==> config.mk <==
export PLATFORM = sky130hd
export DESIGN_NAME = blit_copy_param_calc
export DESIGN_NICKNAME = d
export VERILOG_FILES = /design/src/hdl/bcp_pkg.sv /design/src/hdl/bcp_calc.sv /design/src/hdl/blit_copy_param_calc.sv
export SDC_FILE = /design/constraint.sdc
export NUM_CORES = 1
export LEC_CHECK = 0
export BUFFER_PORTS_ARGS = -buffer_cell sky130_fd_sc_hd__buf_2
export CAP_MARGIN = 20
export CORE_UTILIZATION = 25
export DETAILED_ROUTE_END_ITERATION = 6
export PLACE_DENSITY = 0.48
export SLEW_MARGIN = 20
export SYNTH_ARGS = -nofsm -noshare
export SYNTH_HDL_FRONTEND = slang
export SYNTH_HIERARCHICAL = 1
export SYNTH_SLANG_ARGS = --single-unit
==> constraint.sdc <==
create_clock -name aclk -period 7.98 [get_ports aclk]
set_input_delay 1.596 -clock aclk [delete_from_list [all_inputs] [get_ports aclk]]
set_output_delay 1.596 -clock aclk [all_outputs]
set_load 0.02 [all_outputs]
==> src/hdl/bcp_pkg.sv <==
// Package for the blitter copy setup block: payload structs for the request
// and the result beat. No dependencies.
package bcp_pkg;

    localparam int unsigned PosW   = 16;
    localparam int unsigned ShiftW = 4;

    typedef struct packed {
        logic [PosW-1:0] src_bit;
        logic [PosW-1:0] dst_bit;
        logic [PosW-1:0] span_width;
    } req_t;

    typedef struct packed {
        logic [PosW-1:0]   first_mask;
        logic [PosW-1:0]   last_mask;
        logic [PosW-1:0]   src_offset;
        logic [PosW-1:0]   dst_offset;
        logic [ShiftW-1:0] a_shift;
        logic [ShiftW-1:0] b_shift;
        logic [PosW-1:0]   span_bytes;
        logic              descending;
    } res_t;

endpackage

==> src/hdl/bcp_calc.sv <==
// Combinational setup calculation: masks, offsets, shifts, span, direction.
// Depends on bcp_pkg.
module bcp_calc (
    input  bcp_pkg::req_t req,
    output bcp_pkg::res_t res
);
    import bcp_pkg::*;

    // first word mask: leading pixels of a word dropped
    function automatic logic [PosW-1:0] head_mask(input logic [PosW-1:0] p);
        head_mask = 16'hFFFF >> p[3:0];
    endfunction

    // last word mask: top e+1 bits, e = bit index of the last pixel
    function automatic logic [PosW-1:0] tail_mask(input logic [PosW-1:0] last);
        tail_mask = ~(16'h7FFF >> last[3:0]);
    endfunction

    function automatic logic [PosW-1:0] word_bytes(input logic [PosW-1:0] p,
                                                   input logic [PosW-1:0] last);
        logic [PosW-1:0] diff;
        diff = {4'b0000, last[15:4]} - {4'b0000, p[15:4]};
        word_bytes = {diff[14:0], 1'b0} + 16'd2;
    endfunction

    logic [PosW-1:0]   src_last, dst_last;
    logic [PosW-1:0]   src_bytes, dst_bytes;
    logic [ShiftW-1:0] sd_shift, ds_shift;
    logic              desc;

    assign src_last  = req.src_bit + req.span_width - 16'd1;
    assign dst_last  = req.dst_bit + req.span_width - 16'd1;
    assign src_bytes = word_bytes(req.src_bit, src_last);
    assign dst_bytes = word_bytes(req.dst_bit, dst_last);
    assign sd_shift  = req.src_bit[3:0] - req.dst_bit[3:0];
    assign ds_shift  = req.dst_bit[3:0] - req.src_bit[3:0];
    assign desc      = req.dst_bit[3:0] < req.src_bit[3:0];

    always_comb begin
        res.descending = desc;
        if (desc) begin
            // offsets point at the last word, masks swapped
            res.span_bytes = src_bytes;
            res.a_shift    = sd_shift;
            res.b_shift    = sd_shift;
            res.src_offset = {3'b000, src_last[15:4], 1'b0};
            res.dst_offset = {3'b000, req.dst_bit[15:4], 1'b0} + src_bytes - 16'd2;
            res.first_mask = tail_mask(src_last);
            res.last_mask  = head_mask(req.src_bit);
        end else begin
            res.b_shift    = ds_shift;
            res.src_offset = {3'b000, req.src_bit[15:4], 1'b0};
            res.dst_offset = {3'b000, req.dst_bit[15:4], 1'b0};
            if (dst_bytes > src_bytes) begin
                res.span_bytes = dst_bytes;
                res.a_shift    = '0;
                res.first_mask = head_mask(req.dst_bit);
                res.last_mask  = tail_mask(dst_last);
            end else begin
                res.span_bytes = src_bytes;
                res.a_shift    = ds_shift;
                res.first_mask = head_mask(req.src_bit);
                res.last_mask  = tail_mask(src_last);
            end
        end
    end

endmodule

==> src/hdl/blit_copy_param_calc.sv <==
// Top level of the blitter copy setup block: input register, calculation,
// result register. Depends on bcp_pkg and bcp_calc.
//
//  channel   direction  fields
//  s_        in         src_bit, dst_bit, span_width
//  m_        out        first_mask, last_mask, src_offset, dst_offset,
//                       a_shift, b_shift, span_bytes, descending
//
// Each beat passes the input register, then the result register; one beat accepted every cycle while m_ is not stalled.
// The input register feeds bcp_calc, which sets the result register.
// A beat with zero span_width is accepted and dropped, producing no result.
// Reset clears both valid flags; payload registers are not reset.
// A stalled m_ side holds its beat while one more input beat is buffered.
module blit_copy_param_calc (
    input  logic        aclk,
    input  logic        aresetn,
    input  logic        s_valid,
    output logic        s_ready,
    input  logic [15:0] s_src_bit,
    input  logic [15:0] s_dst_bit,
    input  logic [15:0] s_span_width,
    output logic        m_valid,
    input  logic        m_ready,
    output logic [15:0] m_first_mask,
    output logic [15:0] m_last_mask,
    output logic [15:0] m_src_offset,
    output logic [15:0] m_dst_offset,
    output logic [3:0]  m_a_shift,
    output logic [3:0]  m_b_shift,
    output logic [15:0] m_span_bytes,
    output logic        m_descending
);
    import bcp_pkg::*;

    logic in_vld_reg, in_vld_next;
    req_t in_reg;
    logic out_vld_reg, out_vld_next;
    res_t out_reg;
    res_t calc_res;
    logic advance;
    logic s_fire;

    assign advance = in_vld_reg && (!out_vld_reg || m_ready);
    assign s_ready = !in_vld_reg || advance;
    assign s_fire  = s_valid && s_ready;

    always_comb begin
        in_vld_next = in_vld_reg && !advance;
        if (s_fire) begin
            in_vld_next = s_span_width != '0;
        end
        out_vld_next = out_vld_reg && !m_ready;
        if (advance) begin
            out_vld_next = 1'b1;
        end
    end

    always_ff @(posedge aclk) begin
        if (!aresetn) begin
            in_vld_reg  <= 1'b0;
            out_vld_reg <= 1'b0;
        end else begin
            in_vld_reg  <= in_vld_next;
            out_vld_reg <= out_vld_next;
        end
    end

    always_ff @(posedge aclk) begin
        if (s_fire) begin
            in_reg.src_bit    <= s_src_bit;
            in_reg.dst_bit    <= s_dst_bit;
            in_reg.span_width <= s_span_width;
        end
        if (advance) begin
            out_reg <= calc_res;
        end
    end

    bcp_calc u_calc (
        .req (in_reg),
        .res (calc_res)
    );

    assign m_valid      = out_vld_reg;
    assign m_first_mask = out_reg.first_mask;
    assign m_last_mask  = out_reg.last_mask;
    assign m_src_offset = out_reg.src_offset;
    assign m_dst_offset = out_reg.dst_offset;
    assign m_a_shift    = out_reg.a_shift;
    assign m_b_shift    = out_reg.b_shift;
    assign m_span_bytes = out_reg.span_bytes;
    assign m_descending = out_reg.descending;

    // zero-width beats never reach the calculation stage
    a_zero_dropped: assert property (@(posedge aclk) disable iff (!aresetn)
        s_fire && s_span_width == '0 |=> !in_vld_reg)
        else $error("zero-width beat entered the pipeline");

    // a new result only appears after a valid input stage
    a_res_source: assert property (@(posedge aclk) disable iff (!aresetn)
        $rose(m_valid) |-> $past(in_vld_reg))
        else $error("result valid without a buffered request");

    a_desc_shift: assert property (@(posedge aclk) disable iff (!aresetn)
        m_valid && m_descending |-> m_a_shift == m_b_shift)
        else $error("descending copy with unequal shifts");

    a_span_even: assert property (@(posedge aclk) disable iff (!aresetn)
        m_valid |-> !m_span_bytes[0])
        else $error("odd span in bytes");

endmodule

## After elaboration in Yosys (flattened, before gate mapping)

Cells that the tools add are included.
Widths: inputs -> output; s select.

| storage, ports and cells | value |
|---|---|
| flip-flop bits (word level) | 139 |
| output and inout bits | 91 |

| cells by class | value |
|---|---|
| add/sub/neg operators | 12 |
| $lt $le $gt $ge | 2 |
| shift-type cells | 4 |
| mux-type cells | 6 |
| bitwise gates (word level) | 2 |
| reductions and logical operators | 11 |

Operators by type and width:

| operator | count |
|---|---|
| $mux 88 | 1 |
| $add 16x16->16 | 2 |
| $add 16x2->16 const B | 2 |
| $mux 32 | 1 |
| $not 16->16 | 2 |
| $shr 15x4->16 const A | 2 |
| $shr 16x4->16 const A | 2 |
| $sub 16x1->16 const B | 2 |
| $sub 12x12->13 | 2 |
| $add 13x16->16 | 1 |
| $gt 16x16->1 | 1 |
| $mux 16 | 1 |
| $reduce_bool 16->1 | 1 |
| $sub 16x2->16 const B | 1 |
| $sub 4x4->4 | 2 |
| $logic_and 1x1->1 | 4 |
| $logic_not 1->1 | 4 |
| $lt 4x4->1 | 1 |
| $mux 4 | 1 |
| $logic_or 1x1->1 | 2 |
| $mux 1 | 2 |

## Logic depth before layout (Yosys ltp)

Gate-level depths: netlist (run 1).

| depth | value |
|---|---|
| depth in word-level cells | 7 |
| depth in mapped cells | 35 |

## Cells and area by module

Netlist (run 1), hierarchy kept.

By module, submodules not included:

| module | instances | cells each | area an instance (sq um) |
|---|---|---|---|
| bcp_calc | 1 | 942 | 6,287.3 |
| blit_copy_param_calc | 1 | 151 | 4,255.3 |

## Worst setup path before layout (run 1)

OpenSTA, ideal clock, no wires.

| timing | value |
|---|---|
| path kind | register to register |
| start | register in_reg[17] in the netlist's numbering |
| end | register out_reg, in the netlist m_first_mask[15] (data pin) |
| library setup time | 261 ps |
| data arrival time | 6,738 ps |
| data required time | 7,719 ps |
| setup slack | 981 ps |
| cell stages (with the launch flop) | 33 |
| path buffers | 1 |
| clock period less this slack | 6,999 ps |
| path through | edfxtp_1 > inv_1 > ha_1 > inv_1 > ha_1 > fa_1 > a21o_1 > a21oi_1 > o21bai_1 > a21oi_1 > o21bai_1 > a21oi_1 > o21bai_1 > a21oi_1 > xnor2_1 > ha_1 > o21ai_0 > o21ba_2 > a21oi_2 > xor2_1 > or3b_2 > xnor2_1 > ha_1 > nand4_1 > nor4_1 > a211oi_1 > or2_2 > maj3_1 > nor3_1 > a21o_1 > buf_6 > nor2_1 > a311o_1 |

RTL lines:

| item | RTL line | RTL |
|---|---|---|
| from (decl) | blit_copy_param_calc.sv:36 | `req_t in_reg;` |
| to (signal assigned) | blit_copy_param_calc.sv:75 | `out_reg <= calc_res;` |
| to (decl) | blit_copy_param_calc.sv:38 | `res_t out_reg;` |

==> impl_metrics.yaml, run 1 <==
run_status:
  status: "finished, final reports clean"
cells_and_area:
  utilization_pct: 30.6
  area_growth_pct: 19.6
  largest_reg_flops: 48
  drive_gt1_share_pct: 19.3
  fin_nets: 1432
  stdcell_count: 1793
  diodes: 0
yosys:
  synth_adder_area_share_pct: 16.4
  syn-instance-count: 1093
  synth_top_area_share_pct: 39.0
  synth_area_leaders: "edfxtp_1 39%, ha_1 15%, inv_1 5.8%"
  synth_xor_area_share_pct: 6.56
  synth_edf_count: 137
  synth_top_family_by_area: "adder cells"
  ys_ff_latch: 139
  synth-compound-area-share_pct: 16.0
  yosysWarningCount: 6
  syn-cell-area_um2: 10500
  synth_top_cell_by_area: "edfxtp_1"
  ys.flop_type: "edfxtp_1"
  ys_async_sr_fraction_pct: 0
  synthMuxAreaShare_pct: 0.902
  syn_area_per_cell_um2: 9.65
  yosysUniqueCellTypes: 84
  synth-simple-area-share_pct: 12.9
  ys_seq_area_share_pct: 39.4
power_and_ir_drop:
  swShare_pct: 44.3
  p_leak_nw: 5.41
  p_sw_mw: 2.05
  max-vdd-ir-drop_mv: 0.178
  total_power_mw: 4.61
  cellPowerDensity_nw_per_um2: 366
  p_int_mw: 2.57
  seqPwrFrac_pct: 22.4
  combPwrFrac_pct: 60.3
  clkPwrFrac_pct: 17.2
floorplanning:
  coreArea_um2: 41200
  row_count: 74
  initial_core_util_pct: 25.6
  die_h_um: 207
  die_w_um: 207
  io_pins: 143
  dieArea_um2: 43000
setup_path:
  worst_path_largest_cell_delay_ns: 0.50
  path_class: "flop to flop"
  endpoint_kind: "flop"
  worstPathArrival_ns: 7.71
  crit_path_top_delay_cell: "or3b_2"
  r2r_start: "in_reg[17]"
  r2r_slack_ns: 0.46
  worstPathRequired_ns: 8.18
  r2r_end: "m_first_mask[15]"
  start_kind: "flop"
  path_max_fanout: 32
  ff2ff_path_depth: 32
sta:
  maxSlewViolCount: 0
  skew_ns: 0.0109
  hold_viol_final: 0
  setup_ws_ns: 0.462
  worst_pin_slew_ns: 0.911
  setup_viol: 0
  rsz0062_at_grt: "false"
  max_freq_mhz: 133
  timing.setup.tns_ns: 0
  slew_headroom_pct: 39.2
  finalCriticalPeriod_ns: 7.52
  period_share_pct: 94.2
clocking:
  path_clk_slew_ns: 0.06
  cts-buffers-inserted: 17
  cts.htree.levels: 4
  clockRootBuffer: "clkbuf_16"
  cts_tree: "done"
  clk_latency_ns: 0.44
  clk_path_buf_depth: 2
  cts_sinks: 139
place:
  gp_congestion: 0.856
  io_buffers: 142
  place_inst: 1754
  post-place-ws_ns: 0.205
  dp.final_hpwl_um: 23000
hold_path:
  worstHoldPathCells: 1
  hold_class: "flop to flop"
  hp-start: "in_vld_reg"
  holdPathEnd: "m_valid"
global_routing:
  grt_busiest_layer: "met2"
  gr-usage-met1_pct: 19.2
  grt_first_pass_wirelength_um: 45300
  grt_max_degree: 69
  grt_use_met2_pct: 21.1
  grt_pass1_vias: 8002
  antenna_found_initial: 1
  grtUsageMet3_pct: 2.78
  grt.overflow.total: 0
  grt_util_all_layers_pct: 13.7
drt:
  via_per_inst: 4.53
  wl_um: 29200
  first_pass_iters: 5
  ant_nets: 0
  vias: 8129
  drtIter0Drc: 526
  drcViolationCount: 0
  wl_per_cell_um: 16.3
run:
  cap_violations: 0
[power by group through the flow]
| stage | logic [mW] | registers, mW | clock network (mW) |
|---|---|---|---|
| after global placement | 2.73 | 1.06 | 0 |
| after floorplan | 1.92 | 1.16 | 0 |
| after CTS | 2.76 | 1.04 | 0.826 |
| after global routing | 3.10 | 1.05 | 0.850 |
| after detailed placement | 2.74 | 1.06 | 0 |
| final | 2.78 | 1.04 | 0.796 |
[cell usage after synthesis (6+ instances only)]
cell type,instances
a21boi_0,9
clkbuf_1,21
xor2_1,26
and3_1,6
inv_1,164
nand4_1,6
o21ai_0,65
xnor2_1,48
nand2b_1,12
o21a_1,8
nand2_1,71
a211oi_1,7
or3_1,6
a21o_1,20
ha_1,125
nand3_1,22
a21oi_1,79
nor2_1,61
fa_1,7
o21bai_1,8
nor3_1,40
edfxtp_1,137
nor2b_1,15
buf_4,11
[layer usage]
metal  up-vias  part of all wire, %  wire length (µm)
met5         -                0.034                10
met4         2                 0.99               289
met3        19                  3.7              1090
met2       170                   44             12900
met1      3779                   51             15000
li1       4159                    -                 -
[layout make-up]
| type | instances | area, µm² |
|---|---|---|
| multi-input combinational | 756 | 5650 |
| clock buffer | 20 | 437 |
| tap | 532 | 666 |
| clock inverter | 12 | 143 |
| sequential | 139 | 4150 |
| timing repair buffer | 168 | 931 |
| fill | 4290 | 28600 |
| inverter | 166 | 627 |
[worst max-delay path by stage]
stage	endpoint	slack, ns	from
floorplan	m_first_mask[15]	0.98	in_reg[17]
global placement	m_last_mask[12]	0.34	in_reg[18]
detailed placement	m_first_mask[15]	0.21	in_reg[17]
CTS	m_first_mask[15]	0.17	in_reg[17]
global route	m_first_mask[15]	0.003	in_reg[17]
finish	m_first_mask[15]	0.46	in_reg[17]
[worst max-delay path: cells and delay by family, from the launching register on]
kind,cells,cell delay (ns)
AOI/OAI and AO/OA,14,2.48
DFF,1,0.42
buffers and inverters,3,0.41
adders and majority gates,6,1.95
xor gates and xnor gates,3,0.50
and+or+nand+nor,6,1.48
[through the flow]
stage	cell area, µm²	hold slack (ns)
final	12600	0.535
after CTS	12500	0.535
after global placement	11900	0.520
after detailed placement	11900	0.520
after floorplan	10600	0.477
after global routing	12600	0.573
[kinds of logic after synthesis]
kind of cell	Yosys count
simple gates	269
compound gates	261
buf+inv	203
flops	139
fa+ha+maj	135
xor+xnor	76
mux	9
other cells	1
[placed cells by master (no fill, tap or decap), types with 4 or more instances in the layout]
cell type,n
mux2i_1,5
clkinv_4,4
a21boi_0,7
a21oi_1,78
o211ai_1,5
clkinvlp_4,5
inv_1,163
nand3_1,22
or3_1,6
o21a_1,8
a31oi_1,5
nor3_1,38
a21o_1,19
mux2_2,4
nand2_1,71
a21oi_2,5
o21ai_0,65
buf_4,24
clkbuf_16,17
o21bai_1,8
o22ai_1,5
xnor2_1,48
nand2b_1,12
xor2_1,23
nor2b_1,14
edfxtp_1,137
and3_1,6
ha_1,125
conb_1,6
a211oi_1,7
fa_1,7
nand4_1,6
nor2_1,61
nor4_2,5
buf_2,142
[what timing repair did]
action / CTS / global route
setup endpoints to repair: 0 / 51
buffers inserted: 0 / 7
hold buffers: 0 / 0
resized for setup: 0 / 12
hold endpoints to repair: 0 / 0
Power figures use the tool's default switching activity.
==> inputs of run 2 (changes only) <==
--- a/config.mk
+++ b/config.mk
@@ -7,9 +7,11 @@
 export LEC_CHECK = 0
 export BUFFER_PORTS_ARGS = -buffer_cell sky130_fd_sc_hd__buf_2
 export CAP_MARGIN = 20
-export CORE_UTILIZATION = 25
+export CORE_ASPECT_RATIO = 0.7
+export CORE_UTILIZATION = 59
 export DETAILED_ROUTE_END_ITERATION = 6
-export PLACE_DENSITY = 0.48
+export PLACE_DENSITY = 0.88
+export REMOVE_ABC_BUFFERS = 1
 export SLEW_MARGIN = 20
 export SYNTH_ARGS = -nofsm -noshare
 export SYNTH_HDL_FRONTEND = slang
==> impl_metrics.yaml, run 2 (synthesis gave the netlist of run 1 again) <==
sta:
  hold_viol_final: 0
  slew_headroom_pct: 29.1
  period_share_pct: 95.8
  rsz0062_at_grt: "false"
  maxSlewViolCount: 0
  timing.setup.tns_ns: 0
  skew_ns: 0.0123
  setup_viol: 0
  max_freq_mhz: 131
  finalCriticalPeriod_ns: 7.64
  worst_pin_slew_ns: 1.06
drt:
  via_per_inst: 5.95
  first_pass_iters: 6
  wl_um: 26400
  drtIter0Drc: 1147
  wl_per_cell_um: 17.6
  ant_nets: 0
  vias: 8906
  drcViolationCount: 0
clocking:
  clk_latency_ns: 0.43
  cts-buffers-inserted: 17
  cts.htree.levels: 4
  cts_tree: "done"
  clockRootBuffer: "clkbuf_16"
  path_clk_slew_ns: 0.06
  clk_path_buf_depth: 2
  cts_sinks: 139
setup_path:
  ff2ff_path_depth: 32
  path_class: "flop to flop"
  crit_path_top_delay_cell: "or3b_2"
  worstPathArrival_ns: 7.82
  r2r_end: "m_first_mask[15]"
  endpoint_kind: "flop"
  worstPathRequired_ns: 8.15
  r2r_start: "in_reg[34]"
  start_kind: "flop"
  r2r_slack_ns: 0.34
  path_max_fanout: 25
  worst_path_largest_cell_delay_ns: 0.46
hold_path:
  holdPathEnd: "m_valid"
  hold_class: "flop to flop"
  worstHoldPathCells: 1
  hp-start: "in_vld_reg"
power_and_ir_drop:
  total_power_mw: 4.70
  p_leak_nw: 5.45
  cellPowerDensity_nw_per_um2: 383
  max-vdd-ir-drop_mv: 0.235
cells_and_area:
  largest_reg_flops: 48
  final_common_cell: "inv_1"
  area_growth_pct: 16.4
  fillCellCount: 1262
  fin_nets: 1436
  diodes: 0
  drive_gt1_share_pct: 19.4
  layout_common_cells: "164 x inv_1, 142 x buf_2, 137 x edfxtp_1, 125 x ha_1, 77 x a21oi_1"
global_routing:
  grt_pass1_vias: 8164
  grt.overflow.total: 0
  grt_max_degree: 75
  grt_first_pass_wirelength_um: 41100
  grt_use_met2_pct: 42.6
  grt_busiest_layer: "met2"
  grtUsageMet3_pct: 6.95
  grt_util_all_layers_pct: 29.0
  gr-usage-met1_pct: 42.3
  antenna_found_initial: 0
place:
  gp_congestion: 0.947
  dp.final_hpwl_um: 19400
  io_buffers: 142
run_status:
  status: "finished, final reports clean"
floorplanning:
  row_count: 40
  coreArea_um2: 17300
  io_pins: 143
  die_h_um: 114
  initial_core_util_pct: 60.9
  dieArea_um2: 18400
  die_w_um: 162
run:
  cap_violations: 0
run 2: where the power goes:
group	switching [mW]	internal (mW)
clock	0.313	0.488
sequential	0.0327	0.997
combinational	1.75	1.13
run 2: how the worst max path moves through the flow:
| stage | startpoint | slack (ns) | to |
|---|---|---|---|
| global route | in_reg[34] | 0.0005 | m_first_mask[1] |
| floorplan | in_reg[17] | 0.32 | m_span_bytes[2] |
| CTS | in_reg[33] | 0.01 | m_first_mask[15] |
| finish | in_reg[34] | 0.34 | m_first_mask[15] |
| detailed placement | in_reg[33] | 0.26 | m_first_mask[15] |
| global placement | in_reg[33] | 0.48 | m_first_mask[8] |
run 2: critical path, delay by kind of cell, from the launching register on:
family                   cells  cell delay, ns
XOR/XNOR                     2            0.34
AO/OA/AOI/OAI               13            2.28
AND/OR/NAND/NOR              9            2.21
buffers and inverters        3            0.37
flip-flops                   1            0.36
adder cells (fa/ha/maj)      5            1.80
run 2: final cells by class:
type                            instances  area, µm²  area share (%)
Timing Repair Buffer                  171        936            7.63
Clock inverter                         13        150            1.22
Multi-Input combinational cell        757       5680            46.3
Sequential cell                       139       4150            33.9
Tap cell                              231        289            2.36
Clock buffer                           19        433            3.53
Inverter                              166        623            5.08
run 2: what timing repair did:
item,in CTS,in global routing
buffers inserted,0,5
endpoints found under the setup margin,0,49
hold buffers,0,0
gates resized for setup,0,19
run 2: metrics by stage:
| step | worst slack (ns) | util (%) | cells | hold WS (ns) | area (µm²) |
|---|---|---|---|---|---|
| floorplan | 0.315 | - | 1061 | 0.477 | 10400 |
| global placement | 0.483 | 66.8 | 1458 | 0.515 | 11600 |
| detailed placement | 0.265 | 66.8 | 1458 | 0.520 | 11600 |
| CTS | 0.0123 | 70.2 | 1490 | 0.540 | 12200 |
| global route | 0.000544 | 70.8 | 1496 | 0.580 | 12300 |
| finish | 0.337 | 70.8 | 1496 | 0.538 | 12300 |
run 2: per-layer routing:
metal,vias to the layer above,wire length (µm)
li1,4175,-
met1,4125,12000
met2,550,11100
met3,56,2690
met4,0,560
met5,-,0
==> inputs of run 3 (changes only) <==
--- a/config.mk
+++ b/config.mk
@@ -5,12 +5,14 @@
 export SDC_FILE = /design/constraint.sdc
 export NUM_CORES = 1
 export LEC_CHECK = 0
+export ABC_AREA = 1
 export BUFFER_PORTS_ARGS = -buffer_cell sky130_fd_sc_hd__buf_2
 export CAP_MARGIN = 20
-export CORE_ASPECT_RATIO = 0.7
-export CORE_UTILIZATION = 59
+export CORE_ASPECT_RATIO = 1.4
+export CORE_UTILIZATION = 61
+export CTS_BUF_LIST = sky130_fd_sc_hd__clkbuf_8
 export DETAILED_ROUTE_END_ITERATION = 6
-export PLACE_DENSITY = 0.88
+export PLACE_DENSITY = 0.9
 export REMOVE_ABC_BUFFERS = 1
 export SLEW_MARGIN = 20
 export SYNTH_ARGS = -nofsm -noshare
==> impl_metrics.yaml, run 3 <==
power_and_ir_drop:
  p_int_mw: 2.20
  total_power_mw: 4.54
  p_leak_nw: 6.47
  max-vdd-ir-drop_mv: 0.196
  swShare_pct: 51.5
  combPwrFrac_pct: 65.2
  p_sw_mw: 2.34
  cellPowerDensity_nw_per_um2: 361
  seqPwrFrac_pct: 22.6
  clkPwrFrac_pct: 12.2
yosys:
  ys_seq_area_share_pct: 36.6
  synth_area_leaders: "edfxtp_1 36%, ha_1 14%, nand2_1 13%"
  ys.flop_type: "edfxtp_1"
  ys_ff_latch: 139
  yosysUniqueCellTypes: 46
  ys_async_sr_fraction_pct: 0
  syn-cell-area_um2: 11400
  synth_top_cell_by_area: "edfxtp_1"
  synth_common_cells: "392 x nand2_1, 289 x inv_1, 137 x edfxtp_1"
  syn_area_per_cell_um2: 7.69
  synth_most_common_cell: "nand2_1"
  yosysWarningCount: 6
  synth_edf_count: 137
  synth_top_area_share_pct: 36.2
  syn-instance-count: 1478
sta:
  setup_viol: 0
  rsz0062_at_grt: "false"
  max_freq_mhz: 143
  maxSlewViolCount: 0
  period_share_pct: 87.5
  slew_headroom_pct: 40.5
  finalCriticalPeriod_ns: 6.98
  worst_pin_slew_ns: 0.893
  timing.setup.tns_ns: 0
  skew_ns: 0.0209
  hold_viol_final: 0
global_routing:
  grt_pass1_vias: 9880
  grt.overflow.total: 0
  antenna_found_initial: 0
  grt_util_all_layers_pct: 31.1
  grt_first_pass_wirelength_um: 45600
  grt_max_degree: 64
clocking:
  path_clk_slew_ns: 0.10
  post_cts.repair.setup_buffers: 0
  cts_sinks: 139
  cts-buffers-inserted: 17
  clk_path_buf_depth: 2
  clockRootBuffer: "clkbuf_8"
  clk_latency_ns: 0.47
  cts_tree: "done"
  hold_buffers: 0
  cts.htree.levels: 4
  postCtsResizedCells: 0
cells_and_area:
  fillCellCount: 1466
  drive_gt1_share_pct: 13.4
  diodes: 0
  final_common_cell: "nand2_1"
  area_growth_pct: 10.8
  fin_nets: 1796
  largest_reg_flops: 48
  layout_common_cells: "391 x nand2_1, 288 x inv_1, 142 x buf_2, 137 x edfxtp_1, 125 x ha_1"
floorplanning:
  die_w_um: 117
  initial_core_util_pct: 62.9
  io_pins: 143
  die_h_um: 163
  dieArea_um2: 19200
  coreArea_um2: 18100
  row_count: 58
drt:
  drtIter0Drc: 693
  first_pass_iters: 7
  via_per_inst: 5.53
  ant_nets: 0
  vias: 10300
  wl_per_cell_um: 15.9
  wl_um: 29600
  drcViolationCount: 1
setup_path:
  path_max_fanout: 35
  cpMostUsedCell: "nand2_1"
  worstPathArrival_ns: 7.30
  path_class: "flop to flop"
  crit_path_top_delay_cell: "edfxtp_1"
  worst_path_largest_cell_delay_ns: 0.49
  endpoint_kind: "flop"
  start_kind: "flop"
  worstPathRequired_ns: 8.30
run_status:
  violations: "DRC"
  status: "complete, but fails checks"
run:
  cap_violations: 0
place:
  gp_congestion: 0.986
  io_buffers: 142
  dp.final_hpwl_um: 22700
hold_path:
  hold_class: "flop to flop"
## run 3: final cells by class
cell class                 count  area, µm²  area share [%]
timing repair buffer         147        748            5.95
tap                          240        300            2.39
inverter                     295       1110            8.81
multi-input combinational   1012       5910            47.0
clock buffer                  17        234            1.86
clock inverter                15        128            1.01
sequential                   139       4150            33.0
## run 3: path summary, 6_finish.rpt
check / from / end / slack [ns] / depth (start not counted)
worst max-delay path: in_reg[33] / m_span_bytes[15] / 1.0 / 35
worst min-delay path: m_valid / m_valid / 0.54 / 2
worst max register to register: in_reg[33] / m_span_bytes[15] / 1.0 / 35
worst min register to register: m_valid / m_valid / 0.54 / 2
## run 3: per-layer routing
layer  wire [µm]  track usage, %  vias to the layer above
met5           0               0                        -
met4        1790            23.8                        0
met3        1850            4.99                      126
met2       15500            58.8                      463
met1       10500            30.1                     4706
li1            -               -                     5022
## run 3: logic make-up (layout without fill, tap and decap cells)
| family | count (synthesis) | count (layout) | synth area share, % |
|---|---|---|---|
| AND/OR/NAND/NOR | 656 | 656 | 24.6 |
| buffers and inverters | 332 | 474 | 11.7 |
| AO/OA/AOI/OAI | 168 | 168 | 8.25 |
| flip-flops | 139 | 139 | 36.6 |
| adder cells (fa/ha/maj) | 132 | 132 | 15.0 |
| XOR/XNOR | 50 | 50 | 3.86 |
| other | 1 | 6 | 0.0330 |
## run 3: through the flow
| step | util [%] | area, µm² | instances | hold slack (ns) | setup WS, ns |
|---|---|---|---|---|---|
| after global placement | 67.6 | 12200 | 1833 | 0.507 | 1.43 |
| final | 69.6 | 12600 | 1865 | 0.539 | 1.00 |
| after floorplan | - | 11200 | 1446 | 0.448 | 1.48 |
| after detailed placement | 67.6 | 12200 | 1833 | 0.523 | 1.19 |
| after CTS | 69.6 | 12600 | 1865 | 0.537 | 1.16 |
| after global routing | 69.6 | 12600 | 1865 | 0.557 | 0.402 |
## run 3: power by group through the flow
stage / logic [mW] / registers (mW) / clock network [mW]
floorplan: 2.05 / 1.15 / 0
global route: 3.28 / 1.04 / 0.591
global placement: 2.82 / 1.04 / 0
CTS: 2.91 / 1.03 / 0.562
detailed placement: 2.89 / 1.04 / 0
finish: 2.96 / 1.03 / 0.556
## run 3: worst max-delay path: cells and delay by family, from the launching register on
family	cells	cell delay (ns)
AOI/OAI and AO/OA	4	0.73
buffers and inverters	7	0.65
and+or+nand+nor	18	3.21
DFF	1	0.49
xor gates and xnor gates	1	0.21
adders and majority gates	5	1.50
